## config.mk

```make
export PLATFORM = sky130hd
export DESIGN_NAME = ct_window_overlay_pixel
export DESIGN_NICKNAME = d
export VERILOG_FILES = /design/src/design/ctwo_pkg.sv /design/src/design/ct_window_overlay_pixel.sv /design/src/design/ctwo_front.sv /design/src/design/ctwo_div.sv /design/src/design/ctwo_blend.sv
export SDC_FILE = /design/constraint.sdc
export NUM_CORES = 2
export LEC_CHECK = 0
export BUFFER_PORTS_ARGS = -buffer_cell sky130_fd_sc_hd__buf_2
export CAP_MARGIN = 20
export CORE_UTILIZATION = 58
export CTS_CLUSTER_SIZE = 25
export DETAILED_ROUTE_END_ITERATION = 10
export GPL_ROUTABILITY_DRIVEN = 1
export PLACE_DENSITY = 0.74
export SKIP_LAST_GASP = 1
export SLEW_MARGIN = 20
export SYNTH_ARGS = -nofsm -noshare
export SYNTH_HDL_FRONTEND = slang
export SYNTH_SLANG_ARGS = --single-unit
```

## constraint.sdc

```tcl
create_clock -name aclk -period 7.14 [get_ports aclk]
set_input_delay 1.428 -clock aclk [delete_from_list [all_inputs] [get_ports aclk]]
set_output_delay 1.428 -clock aclk [all_outputs]
set_load 0.05 [all_outputs]
```

## src/design/ctwo_pkg.sv

```systemverilog
// Shared types and constants for the CT window/level overlay pixel pipeline.
// No dependencies; every other design file refers to this package by scoped name.
package ctwo_pkg;

    localparam int HU_W      = 16;
    localparam int BYTE_W    = 8;
    localparam int FRAC_W    = 16;
    localparam int NUM_W     = FRAC_W + 1;
    localparam int GREY_W    = FRAC_W + 1;
    localparam int DIV_STAGES = FRAC_W + 1;
    localparam int EDGE_W    = HU_W + 4;
    localparam int CFG_IDX_W = 3;
    localparam int CFG_DATA_W = 16;

    localparam logic [BYTE_W-1:0] BYTE_MAX = 8'hFF;
    localparam logic [GREY_W-1:0] GREY_ONE = GREY_W'(1) << FRAC_W;

    typedef enum logic [CFG_IDX_W-1:0] {
        REG_LEVEL_HU        = 3'd0,
        REG_WIDTH_HU        = 3'd1,
        REG_MASK_RED        = 3'd2,
        REG_MASK_GREEN      = 3'd3,
        REG_MASK_BLUE       = 3'd4,
        REG_OVERLAY_OPACITY = 3'd5,
        REG_MASK_EN         = 3'd6,
        REG_COMPARE_ENABLE  = 3'd7
    } cfg_reg_t;

    typedef struct packed {
        logic signed [HU_W-1:0] hu_value;
        logic                   in_mask;
        logic                   in_other_mask;
        logic                   on_debug_line;
    } pixel_in_t;

    typedef struct packed {
        logic [BYTE_W-1:0] red;
        logic [BYTE_W-1:0] green;
        logic [BYTE_W-1:0] blue;
        logic [BYTE_W-1:0] alpha_out;
    } pixel_out_t;

    typedef struct packed {
        logic signed [HU_W-1:0] level_hu;
        logic [HU_W-1:0]        width_hu;
        logic [BYTE_W-1:0]      mask_red;
        logic [BYTE_W-1:0]      mask_green;
        logic [BYTE_W-1:0]      mask_blue;
        logic [BYTE_W-1:0]      overlay_opacity;
        logic                   mask_en;
        logic                   compare_enable;
    } cfg_t;

    // Per-pixel side information carried alongside the divider
    typedef struct packed {
        logic              debug;
        logic              sat_lo;
        logic              sat_hi;
        logic [BYTE_W-1:0] col_r;
        logic [BYTE_W-1:0] col_g;
        logic [BYTE_W-1:0] col_b;
        logic [BYTE_W-1:0] alpha;
    } side_t;

endpackage

```

## src/design/ct_window_overlay_pixel.sv

```systemverilog
// Top level of the CT window/level pixel pipeline with mask overlay blend.
// Depends on ctwo_pkg, ctwo_front, ctwo_div and ctwo_blend.
//
//   port group        dir  handshake        payload
//   s_valid/s_ready   in   valid/ready      s_data  (ctwo_pkg::pixel_in_t)
//   m_valid/m_ready   out  valid/ready      m_data  (ctwo_pkg::pixel_out_t)
//   cfg_wr_en         in   write strobe     cfg_addr, cfg_wdata
//
// One pixel enters per clock while s_ready is high; the pipeline is one front stage, 17 divider
// stages (one quotient bit each) and three blend stages including the output register.
// Synchronous active-low reset empties the pipeline and loads the register defaults.
// Each stage advances when it is empty or its successor advances, so bubbles collapse
// and a stall on m_ready holds every full stage without loss.
module ct_window_overlay_pixel (
    input  logic                               aclk,
    input  logic                               aresetn,
    input  logic                               s_valid,
    output logic                               s_ready,
    input  ctwo_pkg::pixel_in_t                s_data,
    output logic                               m_valid,
    input  logic                               m_ready,
    output ctwo_pkg::pixel_out_t               m_data,
    input  logic                               cfg_wr_en,
    input  logic [ctwo_pkg::CFG_IDX_W-1:0]     cfg_addr,
    input  logic [ctwo_pkg::CFG_DATA_W-1:0]    cfg_wdata
);

    ctwo_pkg::cfg_t                  cfg_reg;
    logic [ctwo_pkg::HU_W-1:0]       width_m1;
    logic [ctwo_pkg::NUM_W-1:0]      den;

    logic                            fr_valid, fr_ready;
    logic [ctwo_pkg::NUM_W-1:0]      fr_num;
    ctwo_pkg::side_t                 fr_side;
    logic                            dv_valid, dv_ready;
    logic [ctwo_pkg::GREY_W-1:0]     dv_quot;
    ctwo_pkg::side_t                 dv_side;

    always_ff @(posedge aclk) begin
        if (!aresetn) begin
            cfg_reg.level_hu        <= 16'sd40;
            cfg_reg.width_hu        <= 16'd400;
            cfg_reg.mask_red        <= '0;
            cfg_reg.mask_green      <= '0;
            cfg_reg.mask_blue       <= '0;
            cfg_reg.overlay_opacity <= 8'd128;
            cfg_reg.mask_en         <= 1'b0;
            cfg_reg.compare_enable  <= 1'b0;
        end else if (cfg_wr_en) begin
            case (ctwo_pkg::cfg_reg_t'(cfg_addr))
                ctwo_pkg::REG_LEVEL_HU:        cfg_reg.level_hu        <= cfg_wdata;
                ctwo_pkg::REG_WIDTH_HU:        cfg_reg.width_hu        <= cfg_wdata;
                ctwo_pkg::REG_MASK_RED:        cfg_reg.mask_red        <= cfg_wdata[7:0];
                ctwo_pkg::REG_MASK_GREEN:      cfg_reg.mask_green      <= cfg_wdata[7:0];
                ctwo_pkg::REG_MASK_BLUE:       cfg_reg.mask_blue       <= cfg_wdata[7:0];
                ctwo_pkg::REG_OVERLAY_OPACITY: cfg_reg.overlay_opacity <= cfg_wdata[7:0];
                ctwo_pkg::REG_MASK_EN:         cfg_reg.mask_en         <= cfg_wdata[0];
                ctwo_pkg::REG_COMPARE_ENABLE:  cfg_reg.compare_enable  <= cfg_wdata[0];
                default: ;
            endcase
        end
    end

    // ramp divisor 2*(width-1); unused when the width leaves no ramp
    assign width_m1 = cfg_reg.width_hu - ctwo_pkg::HU_W'(1);
    assign den      = {width_m1, 1'b0};

    ctwo_front u_front (
        .aclk      (aclk),
        .aresetn   (aresetn),
        .cfg       (cfg_reg),
        .in_valid  (s_valid),
        .in_ready  (s_ready),
        .in_data   (s_data),
        .out_valid (fr_valid),
        .out_ready (fr_ready),
        .out_num   (fr_num),
        .out_side  (fr_side)
    );

    ctwo_div u_div (
        .aclk      (aclk),
        .aresetn   (aresetn),
        .den       (den),
        .in_valid  (fr_valid),
        .in_ready  (fr_ready),
        .in_num    (fr_num),
        .in_side   (fr_side),
        .out_valid (dv_valid),
        .out_ready (dv_ready),
        .out_quot  (dv_quot),
        .out_side  (dv_side)
    );

    ctwo_blend u_blend (
        .aclk      (aclk),
        .aresetn   (aresetn),
        .in_valid  (dv_valid),
        .in_ready  (dv_ready),
        .in_quot   (dv_quot),
        .in_side   (dv_side),
        .out_valid (m_valid),
        .out_ready (m_ready),
        .out_data  (m_data)
    );

endmodule

```

## src/design/ctwo_front.sv

```systemverilog
// Front stage: window edge compares, ramp numerator and overlay color select.
// Depends on ctwo_pkg.
module ctwo_front (
    input  logic                          aclk,
    input  logic                          aresetn,
    input  ctwo_pkg::cfg_t                cfg,
    input  logic                          in_valid,
    output logic                          in_ready,
    input  ctwo_pkg::pixel_in_t           in_data,
    output logic                          out_valid,
    input  logic                          out_ready,
    output logic [ctwo_pkg::NUM_W-1:0]    out_num,
    output ctwo_pkg::side_t               out_side
);

    logic signed [ctwo_pkg::EDGE_W-1:0] p2, c2, wz, lo_edge, hi_edge, num_s;
    logic                               dm, cmp, im, io;
    ctwo_pkg::side_t                    side_next;
    logic [ctwo_pkg::NUM_W-1:0]         num_next;
    logic                               vld_reg, en;
    logic [ctwo_pkg::NUM_W-1:0]         num_reg;
    ctwo_pkg::side_t                    side_reg;

    always_comb begin
        p2      = {{3{in_data.hu_value[ctwo_pkg::HU_W-1]}}, in_data.hu_value, 1'b0};
        c2      = {{3{cfg.level_hu[ctwo_pkg::HU_W-1]}}, cfg.level_hu, 1'b0};
        wz      = {4'b0, cfg.width_hu};
        lo_edge = c2 - wz;
        hi_edge = c2 + wz - ctwo_pkg::EDGE_W'(2);
        num_s   = p2 - c2 + wz;
        num_next = num_s[ctwo_pkg::NUM_W-1:0];

        dm  = cfg.mask_en;
        cmp = cfg.compare_enable;
        im  = dm & in_data.in_mask;
        io  = cmp & in_data.in_other_mask;

        side_next        = '0;
        side_next.debug  = in_data.on_debug_line;
        side_next.sat_lo = (p2 <= lo_edge);
        side_next.sat_hi = (p2 > hi_edge);

        if (dm && !cmp) begin
            if (im) begin
                side_next.col_r = cfg.mask_red;
                side_next.col_g = cfg.mask_green;
                side_next.col_b = cfg.mask_blue;
                side_next.alpha = cfg.overlay_opacity;
            end
        end else if (!dm && cmp) begin
            if (io) begin
                side_next.col_r = ctwo_pkg::BYTE_MAX;
                side_next.alpha = cfg.overlay_opacity;
            end
        end else if (dm && cmp) begin
            if (io && !im) begin
                side_next.col_r = ctwo_pkg::BYTE_MAX;
                side_next.alpha = cfg.overlay_opacity;
            end else if (io && im) begin
                side_next.col_g = ctwo_pkg::BYTE_MAX;
                side_next.alpha = cfg.overlay_opacity;
            end else if (im) begin
                side_next.col_b = ctwo_pkg::BYTE_MAX;
                side_next.alpha = cfg.overlay_opacity;
            end
        end
    end

    assign en       = !vld_reg || out_ready;
    assign in_ready = en;

    always_ff @(posedge aclk) begin
        if (!aresetn) begin
            vld_reg <= 1'b0;
        end else if (en) begin
            vld_reg <= in_valid;
        end
    end

    always_ff @(posedge aclk) begin
        if (en && in_valid) begin
            num_reg  <= num_next;
            side_reg <= side_next;
        end
    end

    assign out_valid = vld_reg;
    assign out_num   = num_reg;
    assign out_side  = side_reg;

endmodule

```

## src/design/ctwo_div.sv

```systemverilog
// Pipelined restoring divider: one quotient bit per stage, num * 2^16 / den.
// Depends on ctwo_pkg; the user must keep the divisor static, as the block does not enforce it.
module ctwo_div (
    input  logic                           aclk,
    input  logic                           aresetn,
    input  logic [ctwo_pkg::NUM_W-1:0]     den,
    input  logic                           in_valid,
    output logic                           in_ready,
    input  logic [ctwo_pkg::NUM_W-1:0]     in_num,
    input  ctwo_pkg::side_t                in_side,
    output logic                           out_valid,
    input  logic                           out_ready,
    output logic [ctwo_pkg::GREY_W-1:0]    out_quot,
    output ctwo_pkg::side_t                out_side
);

    localparam int LAST = ctwo_pkg::DIV_STAGES - 1;

    logic [ctwo_pkg::DIV_STAGES-1:0] vld_reg;
    logic [ctwo_pkg::DIV_STAGES-1:0] en;
    logic [ctwo_pkg::NUM_W-1:0]      rem_reg  [ctwo_pkg::DIV_STAGES];
    logic [ctwo_pkg::GREY_W-1:0]     quot_reg [ctwo_pkg::DIV_STAGES];
    ctwo_pkg::side_t                 side_reg [ctwo_pkg::DIV_STAGES];

    genvar j;
    generate
        for (j = 0; j < ctwo_pkg::DIV_STAGES; j++) begin : g_stage
            logic                          src_valid;
            logic [ctwo_pkg::NUM_W:0]      trial;
            logic [ctwo_pkg::NUM_W:0]      diff;
            logic                          ge;
            logic [ctwo_pkg::GREY_W-1:0]   quot_in;
            ctwo_pkg::side_t               side_in;
            logic [ctwo_pkg::NUM_W-1:0]    rem_next;
            logic [ctwo_pkg::GREY_W-1:0]   quot_next;

            if (j == 0) begin : g_first
                // first stage decides the integer bit without a shift
                assign src_valid = in_valid;
                assign trial     = {1'b0, in_num};
                assign quot_in   = '0;
                assign side_in   = in_side;
            end else begin : g_rest
                assign src_valid = vld_reg[j-1];
                assign trial     = {rem_reg[j-1], 1'b0};
                assign quot_in   = quot_reg[j-1];
                assign side_in   = side_reg[j-1];
            end

            if (j == LAST) begin : g_tail
                assign en[j] = !vld_reg[j] || out_ready;
            end else begin : g_mid
                assign en[j] = !vld_reg[j] || en[j+1];
            end

            assign diff      = trial - {1'b0, den};
            assign ge        = (trial >= {1'b0, den});
            assign rem_next  = ge ? diff[ctwo_pkg::NUM_W-1:0] : trial[ctwo_pkg::NUM_W-1:0];
            assign quot_next = {quot_in[ctwo_pkg::GREY_W-2:0], ge};

            always_ff @(posedge aclk) begin
                if (!aresetn) begin
                    vld_reg[j] <= 1'b0;
                end else if (en[j]) begin
                    vld_reg[j] <= src_valid;
                end
            end

            always_ff @(posedge aclk) begin
                if (en[j] && src_valid) begin
                    rem_reg[j]  <= rem_next;
                    quot_reg[j] <= quot_next;
                    side_reg[j] <= side_in;
                end
            end
        end
    endgenerate

    assign in_ready  = en[0];
    assign out_valid = vld_reg[LAST];
    assign out_quot  = quot_reg[LAST];
    assign out_side  = side_reg[LAST];

endmodule

```

## src/design/ctwo_blend.sv

```systemverilog
// Three-stage alpha blend of the grey level with the overlay color; the last stage is the
// output register. Depends on ctwo_pkg.
module ctwo_blend (
    input  logic                          aclk,
    input  logic                          aresetn,
    input  logic                          in_valid,
    output logic                          in_ready,
    input  logic [ctwo_pkg::GREY_W-1:0]   in_quot,
    input  ctwo_pkg::side_t               in_side,
    output logic                          out_valid,
    input  logic                          out_ready,
    output ctwo_pkg::pixel_out_t          out_data
);

    localparam int P1_W = ctwo_pkg::GREY_W + ctwo_pkg::BYTE_W;
    localparam int P2_W = 2 * ctwo_pkg::BYTE_W;
    localparam int N_W  = P1_W + ctwo_pkg::BYTE_W;
    localparam int M_W  = 16;

    logic                          v1_reg, v2_reg, v3_reg;
    logic                          en1, en2, en3;

    // stage 1: products
    logic [ctwo_pkg::GREY_W-1:0]   grey;
    logic [ctwo_pkg::BYTE_W-1:0]   inv_a;
    logic [P1_W-1:0]               p1_reg;
    logic [P2_W-1:0]               p2r_reg, p2g_reg, p2b_reg;
    logic                          dbg1_reg;

    // stage 2: scaled sums
    logic [N_W-1:0]                nr, ng, nb;
    logic [M_W-1:0]                mr_reg, mg_reg, mb_reg;
    logic                          dbg2_reg;

    // stage 3: divide by 255
    logic [M_W:0]                  qr, qg, qb;
    ctwo_pkg::pixel_out_t          px_next, px_reg;

    assign en3      = !v3_reg || out_ready;
    assign en2      = !v2_reg || en3;
    assign en1      = !v1_reg || en2;
    assign in_ready = en1;

    always_comb begin
        if (in_side.sat_lo) begin
            grey = '0;
        end else if (in_side.sat_hi) begin
            grey = ctwo_pkg::GREY_ONE;
        end else begin
            grey = in_quot;
        end
        inv_a = ctwo_pkg::BYTE_MAX - in_side.alpha;
    end

    // x*255 = (x << 8) - x; overlay term sits at 2^16
    always_comb begin
        nr = ({p1_reg, 8'b0} - N_W'(p1_reg)) + {p2r_reg, 16'b0};
        ng = ({p1_reg, 8'b0} - N_W'(p1_reg)) + {p2g_reg, 16'b0};
        nb = ({p1_reg, 8'b0} - N_W'(p1_reg)) + {p2b_reg, 16'b0};
    end

    // floor(m / 255) for m up to 255*255
    always_comb begin
        qr = {1'b0, mr_reg} + (M_W+1)'(1) + (M_W+1)'(mr_reg[M_W-1:8]);
        qg = {1'b0, mg_reg} + (M_W+1)'(1) + (M_W+1)'(mg_reg[M_W-1:8]);
        qb = {1'b0, mb_reg} + (M_W+1)'(1) + (M_W+1)'(mb_reg[M_W-1:8]);
        px_next.alpha_out = ctwo_pkg::BYTE_MAX;
        if (dbg2_reg) begin
            px_next.red   = ctwo_pkg::BYTE_MAX;
            px_next.green = ctwo_pkg::BYTE_MAX;
            px_next.blue  = ctwo_pkg::BYTE_MAX;
        end else begin
            px_next.red   = qr[15:8];
            px_next.green = qg[15:8];
            px_next.blue  = qb[15:8];
        end
    end

    always_ff @(posedge aclk) begin
        if (!aresetn) begin
            v1_reg <= 1'b0;
            v2_reg <= 1'b0;
            v3_reg <= 1'b0;
        end else begin
            if (en1) begin
                v1_reg <= in_valid;
            end
            if (en2) begin
                v2_reg <= v1_reg;
            end
            if (en3) begin
                v3_reg <= v2_reg;
            end
        end
    end

    always_ff @(posedge aclk) begin
        if (en1 && in_valid) begin
            p1_reg   <= grey * inv_a;
            p2r_reg  <= in_side.col_r * in_side.alpha;
            p2g_reg  <= in_side.col_g * in_side.alpha;
            p2b_reg  <= in_side.col_b * in_side.alpha;
            dbg1_reg <= in_side.debug;
        end
        if (en2 && v1_reg) begin
            mr_reg   <= nr[31:16];
            mg_reg   <= ng[31:16];
            mb_reg   <= nb[31:16];
            dbg2_reg <= dbg1_reg;
        end
        if (en3 && v2_reg) begin
            px_reg <= px_next;
        end
    end

    assign out_valid = v3_reg;
    assign out_data  = px_reg;

endmodule

```

; Word-level counts from Yosys, hierarchy flattened
; Memory sizes are Yosys's and may differ from the RTL's.
; Index checks and enable logic that the tools add are counted.
[classes]
n_addsub = 34
n_mul = 4
order_cmp = 19
eq_ne = 7
mux = 68
bitwise_logic = 2
reduce_logical = 80
[ops]
columns = operator, count
row1 = 17-bit two-way mux, 19
row2 = 17-bit subtractor, 18
row3 = 18-bit by 17-bit >= comparator with 1-bit output, 16
row4 = 32-bit adder, 3
row5 = 32-bit two-way mux, 3
row6 = 8-bit two-way mux, 9
row7 = 16-bit by 1-bit adder with 16-bit output (second input constant), 3
row8 = 16-bit by 8-bit adder with 16-bit output, 3
row9 = 8-bit by 8-bit multiplier with 16-bit output, 3
row10 = 16-bit two-way mux, 3
row11 = 1-bit two-way mux, 34
row12 = 32-bit by 25-bit subtractor with 32-bit output, 1
row13 = 1-bit logical AND, 26
row14 = 17-bit by 8-bit multiplier with 25-bit output, 1
row15 = 1-bit zero test, 24
row16 = 1-bit logical OR, 21
row17 = 17-bit by 20-bit > comparator with 1-bit output, 1
row18 = 20-bit by 3-bit subtractor with 20-bit output (second input constant), 1
row19 = 17-bit by 17-bit adder with 18-bit output, 1
row20 = 17-bit by 18-bit <= comparator with 1-bit output, 1
row21 = 17-bit by 17-bit subtractor with 18-bit output, 1
row22 = 17-bit adder, 1
row23 = 17-bit >= comparator, 1
row24 = 2-bit AND reduction, 8
row25 = other kinds (7), 12
[totals]
regBits = 286
ram_bits = 1173
inputBits = 43
elab_cells = 266
memories = 3
[mem_list]
columns = name, depth, word_bits, rd, rd_ports_with_merged_regs, write_ports, line_no
row1 = u_div.side_reg, 17, 35, 17, 0, 17, ctwo_div.sv:23  ; ctwo_pkg::side_t side_reg [ctwo_pkg::DIV_STAGES];
row2 = u_div.quot_reg, 17, 17, 17, 0, 17, ctwo_div.sv:22  ; logic [ctwo_pkg::GREY_W-1:0] quot_reg [ctwo_pkg::DIV_STAGES];
row3 = u_div.rem_reg, 17, 17, 16, 0, 17, ctwo_div.sv:21  ; logic [ctwo_pkg::NUM_W-1:0] rem_reg [ctwo_pkg::DIV_STAGES];

; Longest topological paths before layout
[depth]
depth_word = 24
mapped_depth = 22
ltp_nobuf = 21

; Hierarchy
; From an unflattened synthesis, not the netlist that was laid out.
[hier_totals]
hier_cells = 6009
hier_area_um2 = 73543.0
[modules_own_cells]
columns = module, n_inst, cells_per_inst, area_per_inst_um2, seq_area_each_um2
row1 = ctwo_div, 1, 3193, 46849.9, 30969.7
row2 = ctwo_blend, 1, 1868, 18290.0, 4474.3
row3 = ctwo_front, 1, 608, 5616.6, 1581.5
row4 = ct_window_overlay_pixel, 1, 340, 2786.4, 1321.3

; Worst setup path before layout
; Ideal clock, no wire load.
[synth_path]
path_kind = input port to flip-flop
start = input port m_ready
end = memory u_div.quot_reg[0][187] in the netlist's numbering (enable)
setup_time_ns = 0.581
arrival_ns = 6.671
setup_slack_ns = -0.111
path_stages = 5
cell_sequence = and4b_1 > and4_1 > nand2_1 > nor2_1 > a21boi_0
[synth_lines]
columns = item, line_no
row1 = start: declaration, ct_window_overlay_pixel.sv:21  ; input logic m_ready,
row2 = end: declaration, ctwo_div.sv:22

==> metrics.yaml <==
clk_pin_slew_ns: 0.06
cp_max_fo: 8
worst_pin_slew_ns: 1.17
synthArstFlopShare_pct: 0
dieWidth_um: 352
drt_iter0_drc: 2660
hold_ws_ns: 0.381
routedWlPerCell_um: 18.7
grt_antenna_before_repair: 1
crit_path_end_kind: "flop"
num_rows: 128
start_util_pct: 58.5
synth_mux_area_share_pct: 2.50
synthCells: 5729
vias: 43700
multi_input_area_mm2: 0.0313
synth_compound_area_share_pct: 10.3
wirelength_mm: 142
dieArea_mm2: 0.124
final.setup.tns_ns: 0
coreArea_mm2: 0.122
n_fill_cell: 9086
crit_type: "flop to flop"
cap_violations: 0
seqCellArea_mm2: 0.0379
cellLeakagePower_nw: 30.5
largest_register_ffs: 595
grt_overflow_total: 0
power_density_mw_per_mm2: 212
worstPathArrival_ns: 6.94
post_cts_resized: 0
grt_pass1_wl_mm: 230
grt_max_degree: 88
n_antenna_cell: 0
ant_nets: 0
final_nets: 6736
seq_area_frac_synth_pct: 53.2
syn_area_per_cell_um2: 12.4
clock-sinks: 1291
synth_fa_ha_area_share_pct: 16.6
grt_pass1_vias: 44000
ys_types: 84
clockBufferDepth: 3
synth.cell_area_mm2: 0.0712
drc: 0
first_pass_iters: 5
final_max_slew_viol_count: 0
cts_buffers: 133
irDropWorstVdd_mv: 0.264
ctsHoldBuffers: 0
portBuffers: 68
setup-violations-final: 0
ios: 77
grtUsageTotal_pct: 23.2
synth_xor_area_share_pct: 4.49
htreeDepth: 4
finalHoldViolCount: 0
drive_gt1_share_pct: 9.80
synthSimpleGateAreaFrac_pct: 9.74
synth_top_family_by_area: "adder cells"
critPathRequiredTime_ns: 7.66
status: "finished clean"
synthFlopType: "edfxtp_1"
worst_setup_path_start_kind: "flop"
synth_warnings: 0
syn_to_final_growth_pct: 9.90
r2r_setup_slack_ns: 0.73
rsz0062_at_grt: "no"
fmax_mhz: 156
finClkSkew_ns: 0.0457
place.gp.congestion: 0.874
post_cts_buffers: 0
hpwl_mm: 99.7
avgViaCountPerCell: 5.73
clk_latency_ns: 0.79
maxSlewHeadroom_pct: 21.4
die_h_um: 352
cts-root-buf: "clkbuf_16"
finalCritPeriodShare_pct: 89.8
cts_tree: "yes"
min_period_ns: 6.41
synth_edf_count: 1204
ys_seq_elements: 1291
worstHoldPathType: "flop to flop"
==> report_power, final <==
group          switching, W  total [W]  internal, W
Combinational      0.000774    0.00135     0.000577
Sequential        0.0000498    0.00837      0.00833
Clock               0.00300    0.00688      0.00388
==> worst paths after layout <==
kind	from	to	depth (start not counted)
worst max-delay path	u_div.side_reg[0][592]$_DFFE_PP_	u_blend.p1_reg[24]$_DFFE_PP_	20
worst min-delay path	u_div.quot_reg[0][86]$_DFFE_PP_	u_div.quot_reg[0][104]$_DFFE_PP_	0
worst max register to register	u_div.side_reg[0][592]$_DFFE_PP_	u_blend.p1_reg[24]$_DFFE_PP_	20
worst min register to register	u_div.quot_reg[0][86]$_DFFE_PP_	u_div.quot_reg[0][104]$_DFFE_PP_	0
==> cells by family after synthesis <==
logic type / count (synthesis)
xor+xnor: 365
buf+inv: 573
fa+ha+maj: 809
mux: 156
compound gates: 1109
flops: 1291
simple gates: 1425
other cells: 1
==> area by class of cell <==
class | count | area share, %
clock inverter | 80 | 1.11
multi-input combinational | 3872 | 40.1
tap | 1625 | 2.60
timing repair buffer | 132 | 1.05
sequential | 1291 | 48.4
clock buffer | 162 | 4.56
inverter | 454 | 2.18
==> metal layers <==
layer / global-route usage (%) / routed length, um / part of all wire, % / vias to the layer above
met3: 3.41 / 6510 / 4.6 / 324
met1: 30.2 / 61800 / 43 / 21200
li1: - / - / - / 21100
met5: 0 / 0 / 0 / -
met2: 39.2 / 68500 / 48 / 1084
met4: 9.42 / 5550 / 3.9 / 0
==> worst max-delay path, stage by stage, from the launching register on <==
cell and delay [ns]:
edfxtp_1 0.38, nor2_1 0.45, nand2_1 0.34, or2_2 0.38
fa_1 0.51, fa_1 0.54, inv_1 0.05, fa_1 0.53
inv_1 0.06, fa_1 0.53, inv_1 0.04, ha_1 0.33
o21a_1 0.20, o21ai_0 0.15, nand2b_1 0.12, a32o_1 0.32
and4_1 0.23, nor4_1 0.30, o21ai_0 0.19, a2111o_1 0.39
o211a_1 0.13
==> per-stage QoR <==
stage          util, %  cells  setup WS, ns  instance area, um2  total power, W
2_1_floorplan        -   5736        0.0988               71200         0.00953
3_3_place_gp      60.6   7374         0.758               73800         0.00983
3_5_place_dp      60.6   7374         0.728               73800         0.00986
4_1_cts           64.3   7616         0.694               78200          0.0167
5_1_grt           64.3   7616         0.248               78200          0.0172
6_report          64.3   7616         0.727               78200          0.0166
==> cell usage in the layout, fill, tap and decap left out, types with 64 or more instances in the layout <==
cell type / n
clkbuf_16: 134
nand4_1: 69
nor2_1: 312
xnor2_1: 254
nand2_1: 412
a21oi_1: 317
nand3_1: 93
nor3_1: 86
and2_1: 132
ha_1: 588
xor2_1: 97
fa_1: 221
nand2b_1: 74
a21o_1: 162
o21ai_0: 188
inv_1: 454
o21a_1: 68
edfxtp_1: 1204
mux2_2: 130
a21boi_0: 75
dfxtp_1: 86
buf_4: 64
buf_2: 68
==> synth_stat cells, types with 69 or more instances <==
| master | instances | area [um2] |
|---|---|---|
| mux2_2 | 130 | 1460 |
| nand4_1 | 69 | 432 |
| dfxtp_1 | 87 | 1740 |
| xnor2_1 | 268 | 2350 |
| fa_1 | 221 | 4420 |
| nand2b_1 | 74 | 463 |
| xor2_1 | 97 | 850 |
| nand2_1 | 412 | 1550 |
| a21o_1 | 162 | 1220 |
| a21oi_1 | 318 | 1590 |
| nor2_1 | 312 | 1170 |
| nor2b_1 | 74 | 463 |
| ha_1 | 588 | 7360 |
| nand3_1 | 93 | 465 |
| o21ai_0 | 188 | 941 |
| edfxtp_1 | 1204 | 36200 |
| clkbuf_1 | 75 | 282 |
| inv_1 | 454 | 1700 |
| a21boi_0 | 81 | 608 |
| and2_1 | 133 | 832 |
| nor3_1 | 86 | 430 |
No activity file was read; power rests on OpenSTA's default activity.
